**src/hdl/iepmp_pkg.sv**
```systemverilog
// Shared constants, widths and the controller-to-datapath command type.
package iepmp_pkg;

    localparam int MAX_ITEMS = 64;
    localparam int PRICE_W   = 16;
    localparam int TOTAL_W   = 28;
    localparam int IDX_W     = (MAX_ITEMS > 1) ? $clog2(MAX_ITEMS) : 1;
    localparam int CNT_W     = $clog2(MAX_ITEMS + 1);
    localparam int PROD_W    = PRICE_W + CNT_W;
    // bound: max price times the sum of days 1..MAX_ITEMS
    localparam int BEST_W    = PRICE_W + $clog2(MAX_ITEMS * (MAX_ITEMS + 1) / 2 + 1);
    localparam logic [TOTAL_W-1:0] TOTAL_MAX = {TOTAL_W{1'b1}};

    typedef struct packed {
        logic              load_en;
        logic [IDX_W-1:0]  load_addr;
        logic              issue;
        logic              init;
        logic [IDX_W-1:0]  idx;
        logic [IDX_W-1:0]  jdx;
        logic [CNT_W-1:0]  day;
        logic              capture;
    } dp_cmd_t;

endpackage

```
**src/hdl/iepmp_ram.sv**
```systemverilog
// Generic single write port, single read port RAM with registered read.
module iepmp_ram #(
    parameter int WIDTH = 16,
    parameter int DEPTH = 64,
    localparam int ADDR_W = (DEPTH > 1) ? $clog2(DEPTH) : 1
) (
    input  logic              clk,
    input  logic              wr_en,
    input  logic [ADDR_W-1:0] wr_addr,
    input  logic [WIDTH-1:0]  wr_data,
    input  logic [ADDR_W-1:0] rd_addr,
    output logic [WIDTH-1:0]  rd_data
);

    logic [WIDTH-1:0] mem [DEPTH];

    always_ff @(posedge clk)
    begin
        if (wr_en)
        begin
            mem[wr_addr] <= wr_data;
        end
        rd_data <= mem[rd_addr];
    end

endmodule

```
**src/hdl/iepmp_ctrl.sv**
```systemverilog
// Sequencer: row loading, interval-length passes and result hand-off.
module iepmp_ctrl (
    input  logic               clk,
    input  logic               rst_n,
    input  logic               in_valid,
    output logic               in_ready,
    input  logic               last,
    output logic               out_valid,
    input  logic               out_ready,
    output logic               overflowed,
    output iepmp_pkg::dp_cmd_t cmd
);
    import iepmp_pkg::*;

    typedef enum logic [1:0] {
        ST_IDLE,
        ST_RUN,
        ST_DRAIN,
        ST_FINISH
    } state_t;

    state_t           state_reg, state_next;
    logic [CNT_W-1:0] count_reg, count_next;
    logic             ovf_reg, ovf_next;
    logic             row_ovf_reg, row_ovf_next;
    logic [CNT_W-1:0] n_reg, n_next;
    logic [CNT_W-1:0] len_reg, len_next;
    logic [IDX_W-1:0] i_reg, i_next;
    logic             drain_reg, drain_next;
    logic             out_valid_reg, out_valid_next;
    logic             out_ovf_reg, out_ovf_next;

    logic             in_req;
    logic             room;
    logic [CNT_W-1:0] last_i;
    logic             capture;

    assign in_ready = (state_reg == ST_IDLE);
    assign in_req   = in_valid && in_ready;
    assign room     = (count_reg < CNT_W'(MAX_ITEMS));
    assign last_i   = n_reg - len_reg;
    assign capture  = (state_reg == ST_FINISH) && (!out_valid_reg || out_ready);

    always_comb
    begin
        cmd.load_en   = in_req && room;
        cmd.load_addr = count_reg[IDX_W-1:0];
        cmd.issue     = (state_reg == ST_RUN);
        cmd.init      = (len_reg == CNT_W'(1));
        cmd.idx       = i_reg;
        cmd.jdx       = IDX_W'(CNT_W'(i_reg) + len_reg - CNT_W'(1));
        cmd.day       = n_reg - len_reg + CNT_W'(1);
        cmd.capture   = capture;
    end

    always_comb
    begin
        state_next     = state_reg;
        count_next     = count_reg;
        ovf_next       = ovf_reg;
        row_ovf_next   = row_ovf_reg;
        n_next         = n_reg;
        len_next       = len_reg;
        i_next         = i_reg;
        drain_next     = drain_reg;
        out_valid_next = out_valid_reg;
        out_ovf_next   = out_ovf_reg;

        if (out_valid_reg && out_ready)
        begin
            out_valid_next = 1'b0;
        end

        case (state_reg)
            ST_IDLE:
            begin
                if (in_req)
                begin
                    if (room)
                    begin
                        count_next = count_reg + CNT_W'(1);
                    end
                    else
                    begin
                        ovf_next = 1'b1;
                    end
                    if (last)
                    begin
                        n_next       = room ? count_reg + CNT_W'(1) : count_reg;
                        row_ovf_next = ovf_reg || !room;
                        count_next   = '0;
                        ovf_next     = 1'b0;
                        len_next     = CNT_W'(1);
                        i_next       = '0;
                        state_next   = ST_RUN;
                    end
                end
            end
            ST_RUN:
            begin
                if (CNT_W'(i_reg) == last_i)
                begin
                    drain_next = 1'b0;
                    state_next = ST_DRAIN;
                end
                else
                begin
                    i_next = i_reg + IDX_W'(1);
                end
            end
            ST_DRAIN:
            begin
                // wait for drain_reg so the last write lands before the next pass reads
                drain_next = 1'b1;
                if (drain_reg)
                begin
                    if (len_reg == n_reg)
                    begin
                        state_next = ST_FINISH;
                    end
                    else
                    begin
                        len_next   = len_reg + CNT_W'(1);
                        i_next     = '0;
                        state_next = ST_RUN;
                    end
                end
            end
            ST_FINISH:
            begin
                if (capture)
                begin
                    out_valid_next = 1'b1;
                    out_ovf_next   = row_ovf_reg;
                    state_next     = ST_IDLE;
                end
            end
            default:
            begin
                state_next = ST_IDLE;
            end
        endcase
    end

    always_ff @(posedge clk or negedge rst_n)
    begin
        if (!rst_n)
        begin
            state_reg     <= ST_IDLE;
            count_reg     <= '0;
            ovf_reg       <= 1'b0;
            row_ovf_reg   <= 1'b0;
            n_reg         <= '0;
            len_reg       <= '0;
            i_reg         <= '0;
            drain_reg     <= 1'b0;
            out_valid_reg <= 1'b0;
            out_ovf_reg   <= 1'b0;
        end
        else
        begin
            state_reg     <= state_next;
            count_reg     <= count_next;
            ovf_reg       <= ovf_next;
            row_ovf_reg   <= row_ovf_next;
            n_reg         <= n_next;
            len_reg       <= len_next;
            i_reg         <= i_next;
            drain_reg     <= drain_next;
            out_valid_reg <= out_valid_next;
            out_ovf_reg   <= out_ovf_next;
        end
    end

    assign out_valid  = out_valid_reg;
    assign overflowed = out_ovf_reg;

endmodule

```
**src/hdl/iepmp_dp.sv**
```systemverilog
// Datapath: price and best-row RAMs, pipelined take-left/take-right step.
module iepmp_dp (
    input  logic                            clk,
    input  logic                            rst_n,
    input  iepmp_pkg::dp_cmd_t              cmd,
    input  logic [iepmp_pkg::PRICE_W-1:0]   price,
    output logic [iepmp_pkg::TOTAL_W-1:0]   best_total
);
    import iepmp_pkg::*;

    localparam int EXT_W = (BEST_W > TOTAL_W) ? BEST_W : TOTAL_W;

    logic [PRICE_W-1:0] pa_rd, pb_rd;
    logic [BEST_W-1:0]  best_rd;
    logic               best_we;
    logic [IDX_W-1:0]   best_waddr;
    logic [BEST_W-1:0]  best_wdata;

    // stage 1: RAM data returns
    logic               s1_valid_reg;
    logic               s1_init_reg;
    logic [IDX_W-1:0]   s1_idx_reg;
    logic [CNT_W-1:0]   s1_day_reg;
    logic [BEST_W-1:0]  carry_reg;

    // stage 2: products registered, add and compare
    logic               s2_valid_reg;
    logic               s2_init_reg;
    logic [IDX_W-1:0]   s2_idx_reg;
    logic [PROD_W-1:0]  prod_l_reg, prod_r_reg;
    logic [BEST_W-1:0]  bnext_reg, bcur_reg;

    logic [BEST_W-1:0]  first_reg;
    logic [TOTAL_W-1:0] total_reg;

    logic [BEST_W-1:0]  bcur;
    logic [BEST_W-1:0]  sum_l, sum_r;

    iepmp_ram #(.WIDTH(PRICE_W), .DEPTH(MAX_ITEMS)) u_price_a (
        .clk     (clk),
        .wr_en   (cmd.load_en),
        .wr_addr (cmd.load_addr),
        .wr_data (price),
        .rd_addr (cmd.idx),
        .rd_data (pa_rd)
    );

    // second copy so both ends of the interval read in the same cycle
    iepmp_ram #(.WIDTH(PRICE_W), .DEPTH(MAX_ITEMS)) u_price_b (
        .clk     (clk),
        .wr_en   (cmd.load_en),
        .wr_addr (cmd.load_addr),
        .wr_data (price),
        .rd_addr (cmd.jdx),
        .rd_data (pb_rd)
    );

    iepmp_ram #(.WIDTH(BEST_W), .DEPTH(MAX_ITEMS)) u_best (
        .clk     (clk),
        .wr_en   (best_we),
        .wr_addr (best_waddr),
        .wr_data (best_wdata),
        .rd_addr (cmd.idx + IDX_W'(1)),
        .rd_data (best_rd)
    );

    // old best[i] is last step's best[i+1]; at the start of a pass it is best[0]
    assign bcur = (s1_idx_reg == '0) ? first_reg : carry_reg;

    always_ff @(posedge clk or negedge rst_n)
    begin
        if (!rst_n)
        begin
            s1_valid_reg <= 1'b0;
            s2_valid_reg <= 1'b0;
        end
        else
        begin
            s1_valid_reg <= cmd.issue;
            s2_valid_reg <= s1_valid_reg;
        end
    end

    always_ff @(posedge clk)
    begin
        s1_init_reg <= cmd.init;
        s1_idx_reg  <= cmd.idx;
        s1_day_reg  <= cmd.day;
        if (s1_valid_reg)
        begin
            carry_reg <= best_rd;
        end
        s2_init_reg <= s1_init_reg;
        s2_idx_reg  <= s1_idx_reg;
        prod_l_reg  <= PROD_W'(pa_rd) * PROD_W'(s1_day_reg);
        prod_r_reg  <= PROD_W'(pb_rd) * PROD_W'(s1_day_reg);
        bnext_reg   <= best_rd;
        bcur_reg    <= bcur;
        if (best_we && (s2_idx_reg == '0))
        begin
            first_reg <= best_wdata;
        end
        if (cmd.capture)
        begin
            total_reg <= (EXT_W'(first_reg) > EXT_W'(TOTAL_MAX)) ?
                         TOTAL_MAX : TOTAL_W'(first_reg);
        end
    end

    assign sum_l      = BEST_W'(prod_l_reg) + bnext_reg;
    assign sum_r      = BEST_W'(prod_r_reg) + bcur_reg;
    assign best_we    = s2_valid_reg;
    assign best_waddr = s2_idx_reg;
    assign best_wdata = s2_init_reg ? BEST_W'(prod_l_reg) :
                        ((sum_l > sum_r) ? sum_l : sum_r);
    assign best_total = total_reg;

endmodule

```
**src/hdl/interval_end_pick_max_profit_top.sv**
```systemverilog
// Top level: interval end-pick maximum profit solver.
// Prices are loaded one request per cycle while idle (up to 64 stored;
// further items are dropped and reported through overflowed). The request
// carrying last starts the solve: a first pass seeds the best row, then one
// pass runs per interval length 2..n, every pass followed by the drain
// state so the best-row RAM write settles. Within a pass the single
// take-left/take-right step runs once per cycle against the best-row RAM.
// No input is taken during a solve; the result sits in an output register
// and a new row may load while it waits.
module interval_end_pick_max_profit_top (
    input  logic                          clk,
    input  logic                          rst_n,
    input  logic                          in_valid,
    output logic                          in_ready,
    input  logic [iepmp_pkg::PRICE_W-1:0] price,
    input  logic                          last,
    output logic                          out_valid,
    input  logic                          out_ready,
    output logic [iepmp_pkg::TOTAL_W-1:0] best_total,
    output logic                          overflowed
);
    import iepmp_pkg::*;

    dp_cmd_t cmd;

    iepmp_ctrl u_ctrl (
        .clk        (clk),
        .rst_n      (rst_n),
        .in_valid   (in_valid),
        .in_ready   (in_ready),
        .last       (last),
        .out_valid  (out_valid),
        .out_ready  (out_ready),
        .overflowed (overflowed),
        .cmd        (cmd)
    );

    iepmp_dp u_dp (
        .clk        (clk),
        .rst_n      (rst_n),
        .cmd        (cmd),
        .price      (price),
        .best_total (best_total)
    );

endmodule
```
**config.mk**
```make
export PLATFORM = sky130hd
export DESIGN_NAME = interval_end_pick_max_profit_top
export DESIGN_NICKNAME = d
export VERILOG_FILES = /design/src/hdl/iepmp_pkg.sv /design/src/hdl/iepmp_ram.sv /design/src/hdl/iepmp_ctrl.sv /design/src/hdl/iepmp_dp.sv /design/src/hdl/interval_end_pick_max_profit_top.sv
export SDC_FILE = /design/constraint.sdc
export NUM_CORES = 2
export LEC_CHECK = 0
export BUFFER_PORTS_ARGS = -buffer_cell sky130_fd_sc_hd__buf_2
export CAP_MARGIN = 40
export CORE_MARGIN = 5
export CORE_UTILIZATION = 40
export DETAILED_ROUTE_END_ITERATION = 10
export GPL_TIMING_DRIVEN = 0
export PLACE_DENSITY = 0.53
export SYNTH_ARGS = -nofsm -noshare
export SYNTH_HDL_FRONTEND = slang
export SYNTH_HIERARCHICAL = 1
export SYNTH_SLANG_ARGS = --single-unit
```
**constraint.sdc**
```tcl
create_clock -name clk -period 23.8 [get_ports clk]
set_input_delay 4.76 -clock clk [delete_from_list [all_inputs] [get_ports clk]]
set_output_delay 4.76 -clock clk [all_outputs]
set_load 0.03 [all_outputs]
```
* Word-level counts from Yosys, hierarchy flattened
Memory sizes are Yosys's and may differ from the RTL's. A register that Yosys moved wholly into a read port is not among the register bits.
Index checks and enable logic that the tools add are counted.
** Word-level totals
- Bits in registers :: 243
- Memories kept :: 3
- Bits of input ports :: 21
- Output and inout port bits :: 31
- Memory bits (writable) :: 3840
- Word-level logic and storage cells :: 112
** Operators by class
- Magnitude comparators :: 3
- Mux-type cells :: 34
- Reductions and logical operators :: 23
- Add/sub/neg operators :: 9
- Equal/unequal tests :: 14
- Multiply operators :: 2
** Memory list
- u_dp.u_best.mem :: words 64, bits a word 28, read ports 1, clocked after memory_dff 1, wr ports 1, line iepmp_ram.sv:15 : logic [WIDTH-1:0] mem [DEPTH];
- u_dp.u_price_a.mem :: words 64, bits a word 16, read ports 1, clocked after memory_dff 1, wr ports 1, line iepmp_ram.sv:15
- u_dp.u_price_b.mem :: words 64, bits a word 16, read ports 1, clocked after memory_dff 1, wr ports 1, line iepmp_ram.sv:15
** Operator list (number)
- $mux W28 :: 3
- $add A23 B28 Y28 :: 2
- $mul A16 B7 Y23 :: 2
- $mux W7 :: 6
- $mux W6 :: 5
- $gt A28 B28 Y1 :: 1
- $gt A28 B28 Y1 const B :: 1
- $add A7 B1 Y7 const B :: 3
- $pmux W6 S3 :: 1
- $pmux W7 S2 :: 1
- $logic_not A6 Y1 :: 2
- $mux W2 :: 6
- $ne A2 B2 Y1 const B :: 6
- $mux W1 :: 10
- $reduce_and A5 Y1 :: 2
- $pmux W2 S4 :: 1
- $eq A6 B7 Y1 :: 1
- $eq A7 B1 Y1 const B :: 1
- $eq A7 B7 Y1 :: 1
- $lt A7 B7 Y1 const B :: 1
- $sub A7 B7 Y7 :: 1
- $add A6 B1 Y6 const B :: 1
- $add A6 B6 Y6 :: 1
- $reduce_and A2 Y1 :: 3
- other kinds (13) :: 23

* Logic depth before layout (Yosys ltp)
- Depth after elaboration :: 5
- Gate-level depth with buffers :: 20
- Gate-level depth less buffers :: 19

* Modules after synthesis
Netlist, hierarchy kept.
** Modules (own cells, without submodules)
- iepmp_ram at u_dp.u_price_a ... :: seq. area each 31069.8 um^2, area each 40042.2 um^2, instances 2, cells an instance 1829
- iepmp_ram at u_dp.u_best :: seq. area each 54372.1 um^2, area each 69188.9 um^2, instances 1, cells an instance 3105
- iepmp_dp :: seq. area each 5034.8 um^2, area each 16195.5 um^2, instances 1, cells an instance 1625
- iepmp_ctrl :: seq. area each 850.8 um^2, area each 2602.5 um^2, instances 1, cells an instance 297

* Worst setup path before layout
No wires, ideal clock.
- Path kind :: flip-flop to flip-flop
- Start point :: register u_dp.prod_r_reg[0]
- End point :: register u_dp.first_reg[21], data pin
- Setup slack :: 15.200 ns
- Data arrival time :: 7.672 ns
- Required time :: 22.872 ns
- Path buffers :: 1
- Period minus slack after synthesis :: 8.600 ns
- Setup time :: 0.928 ns
- Cell stages (with the launch flop) :: 20
- Cells stage by stage :: dfxtp_1 > ha_1 > fa_1 > a211oi_1 > o21bai_1 > o21a_1 > o41ai_4 > a21oi_1 > a211oi_1 > xor2_1 > ha_1 > a21o_1 > nand3_1 > a21oi_1 > a211oi_1 > o211ai_1 > and2_1 > clkbuf_1 > o211ai_1 > nor4b_1
** On the way
- Word-level cells in the longest chain between the ends :: 4
** RTL lines
- start: declaration :: line iepmp_dp.sv:30 : logic [PROD_W-1:0] prod_l_reg, prod_r_reg;
- start signal: assignment :: line iepmp_dp.sv:96 : prod_r_reg <= PROD_W'(pb_rd) * PROD_W'(s1_day_reg);
- $add A23 B28 Y28 (*) :: line iepmp_dp.sv:111 : assign sum_r = BEST_W'(prod_r_reg) + bcur_reg;
- $gt A28 B28 Y1 :: line iepmp_dp.sv:115 : ((sum_l > sum_r) ? sum_l : sum_r);
- $mux W28 (*) :: line iepmp_dp.sv:115
- $mux W28 (*) :: line iepmp_dp.sv:114 : assign best_wdata = s2_init_reg ? BEST_W'(prod_l_reg) :
- net u_dp.best_wdata[21] :: line iepmp_dp.sv:17 : logic [BEST_W-1:0] best_wdata;
- end signal: assignment :: line iepmp_dp.sv:101 : first_reg <= best_wdata;
- end: declaration :: line iepmp_dp.sv:33 : logic [BEST_W-1:0] first_reg;
Mark *: on every way through the listed nets, which the timed path passes. The rest lies on a longest branch.
A chain may end at the register's enable or synchronous reset.

* Worst setup path after layout
- Start point :: register u_dp.prod_r_reg[0]
- End point :: memory u_dp/u_best/mem[1][19] (netlist bit), data pin
** On the way
- Word-level cells in the longest chain between the ends :: 4
** RTL lines (line)
- $add A23 B28 Y28 (*) :: iepmp_dp.sv:111
- $gt A28 B28 Y1 :: iepmp_dp.sv:115
- $mux W28 (*) :: iepmp_dp.sv:115
- $mux W28 (*) :: iepmp_dp.sv:114
- net u_dp.best_wdata[19] :: iepmp_dp.sv:17
- end: declaration :: iepmp_ram.sv:15
Marks and branches as above.

==> qor.yml <==
status: "completed"
clkLatencyLatePin_ns: 0.99
cts_hold_buf: 0
cts_made_buffers: 423
ir_drop_mv: 0.07254
power.density_nw_per_um2: 74.60
power_mw: 14.65
start_kind: "flop"
setup.worst_path.end_class: "flop"
preCtsSetupSlack_ns: 15.70
fin_crit_sh_pct: 32.07
critPathBufInv: 6
reg_top3: "u_dp/u_best/mem x1792, u_dp/u_price_a/mem x1024, u_dp/u_price_b/mem x1024"
critPathArrivalTime_ns: 8.44
slew_viol_final: 0
drt_iter0_markers: 8314
crit_chain: "ha_1 > fa_1 > a211oi_1 > o21bai_1 > o21a_1 > o41ai_4 > a211oi_1 > o31ai_1 > xor2_1 > ha_1 > nand4_1 > a21oi_1 > a211oi_1 > o211ai_1 > nand2_1 > buf_2 > nand2_1 > o211ai_1 > buf_6 > buf_4 > buf_4 > buf_4 > buf_4"
path_max_fanout: 12
synth_cells: 8685
setup_viol: 0
skew_ns: 0.06435
synth-seq-cells: 4143
core-area_sq_um: 419600
route.detailed.wl_per_inst_um: 31.25
hold_violations: 0
crit_top_cell: "buf_4"
dr.pass1.iters: 6
ios: 52
root_buffer: "clkbuf_16"
worstHoldPathType: "reg -> reg"
grt_max_degree: 105
synthToLayoutAreaGrowth_pct: 16.86
worstHoldStart: "u_dp/s1_init_reg"
syn_area_per_cell_sq_um: 19.35
drt_wl_total_um: 481100
vias: 87760
drive_gt1_share_pct: 25.96
r2r-start: "u_dp/prod_r_reg[0]"
postSynthNetCount: 9025
place_congestion: 0.8667
drcViolationCount: 0
layout_setup_ws_ns: 16.17
crit_required_ns: 24.61
synth_ff_type: "edfxtp_1"
largest_reg_flops: 1792
fin_util_pct: 46.81
slew_headroom_pct: 29.81
maxCapViolations: 0
grt_overflow: 0
clock_sinks: 4143
timing.setup.tns_ns: 0
num-nets-final: 9853
ant_nets: 0
crit_path_top_delay_cell: "o211ai_1"
power_leakage_nw: 64.71
core.rowCount: 238
die_h_um: 658.2
mostFrequentLayoutCells: "3924 x edfxtp_1, 808 x mux4_2, 433 x clkbuf_16"
viasPerCell: 5.702
grt_first_pass_wirelength_um: 678600
yosys_warnings: 6
die_w_um: 658.2
start_util_pct: 40.06
antenna_found_initial: 23
critPathMaxStageDelay_ns: 0.68
layout_commonest_cell: "edfxtp_1"
worst_pin_slew_ns: 1.048
fmax_ghz: 0.1310
io_buffer_count: 50
clkSlewWorstSetupHoldPaths_ns: 0.06
crit_family: "compound AO/OA/AOI/OAI gates"
synth_cell_types: 99
hpwl_um: 338700
fin_crit_ns: 7.634
rsz0062_at_grt: "false"
regMostFlops: "u_dp/u_best/mem"
grt_usage_pct: 21.79
grt_pass1_vias: 89090
cts_tree: "done"
cts_resized: 0
post_cts_buffers: 0
synth-seq-area-share_pct: 72.82
path_class: "reg -> reg"
async_reset_ff_share_pct: 0.8689
synth_edf_count: 3924
clockBufferDepth: 4
startpoint: "u_dp/prod_r_reg[0]"
dieArea_sq_um: 433200
htree_levels: 5
synth_area_sq_um: 168100
[power by group]
group	internal, mW	switching (mW)
registers	7.91	0.00000000000000000676
logic	0.0115	0.0671
clock network	3.86	2.80
[worst paths after layout]
check                           slack (ns)  depth (start not counted)                endpoint
worst max-delay path                 16.17                         23  u_dp/u_best/mem[1][19]
min in group asynchronous             3.62                          1        u_ctrl/out_valid
worst min-delay path                  0.34                          0        u_dp/s2_init_reg
worst min register to register        0.34                          0        u_dp/s2_init_reg
max in group asynchronous            19.74                          2       u_dp/s1_valid_reg
worst max register to register       16.17                         23  u_dp/u_best/mem[1][19]
[cell type report]
type	instances	area (sq um)
inverters	221	829.5
well taps	5520	6907
multi-input cells	3855	43350
repair buffers	403	6248
diodes	12	30.03
flip-flops and latches	4143	122400
clock buffers	535	11410
plain buffers	466	2745
clock inverters	237	2504
fillers	35010	223200
[worst reg2reg max path: cells and delay by family, from the launching register on]
| kind | cells | cell delay, ns |
|---|---|---|
| compound gates | 10 | 3.50 |
| xor+xnor | 1 | 0.35 |
| fa+ha+maj | 3 | 1.00 |
| buf+inv | 6 | 1.35 |
| flops | 1 | 0.31 |
| simple gates | 3 | 0.99 |
[cell usage after synthesis, types with 16 or more instances]
master	number	area share (%)
o211ai_1	30	0.13
o21ai_1	26	0.077
nand4_1	39	0.15
a21o_1	56	0.25
a22o_1	32	0.17
dfrtp_1	36	0.54
a22oi_1	113	0.50
nor3_1	63	0.19
mux2i_1	292	1.7
o21bai_1	17	0.076
o22ai_1	106	0.39
ha_1	177	1.3
xnor2_1	76	0.40
or3_1	18	0.067
nor2b_1	92	0.34
and2_1	183	0.68
buf_4	87	0.39
a211oi_1	55	0.25
nor4_1	16	0.060
a311oi_1	16	0.083
fa_1	142	1.7
a31oi_1	29	0.11
a221oi_1	33	0.17
inv_1	220	0.49
buf_2	119	0.35
edfxtp_1	3924	70
xor2_1	35	0.18
nand2b_1	28	0.10
a211o_1	18	0.094
o311ai_1	17	0.089
clkbuf_1	188	0.42
dfxtp_1	183	2.2
o21ai_0	87	0.26
o22a_1	23	0.12
mux2_2	197	1.3
nand2_1	261	0.58
nor2_1	328	0.73
buf_6	37	0.25
mux4_2	808	11
nand3_1	91	0.27
a21oi_1	144	0.43
[metal layers]
metal	vias up	track usage, %	routed length (um)	share of wire, %
met1	47250	29.49	199800	42
met5	-	0	59	0.012
met2	2963	36.61	237400	49
met3	715	3.070	27140	5.6
met4	8	6.837	16730	3.5
li1	36830	-	-	-
[per-stage QoR]
| stage | instances | instance area (sq um) | hold WS [ns] |
|---|---|---|---|
| 6_report | 15390 | 196400 | 0.3367 |
| 5_1_grt | 15390 | 196400 | 0.3539 |
| 4_1_cts | 15380 | 196300 | 0.3416 |
| 3_5_place_dp | 14600 | 182400 | 0.3268 |
| 3_3_place_gp | 14260 | 175200 | 0.3217 |
| 2_1_floorplan | 8685 | 168100 | 0.3096 |
[cell families after synthesis]
kind of cell,share of synthesized area [%]
adder cells (fa/ha/maj),3.009
AND/OR/NAND/NOR,3.576
flip-flops,72.82
multiplexers,14.01
buffers and inverters,2.127
AO/OA/AOI/OAI,3.836
XOR/XNOR,0.6157
No activity file was read; power rests on OpenSTA's default activity.
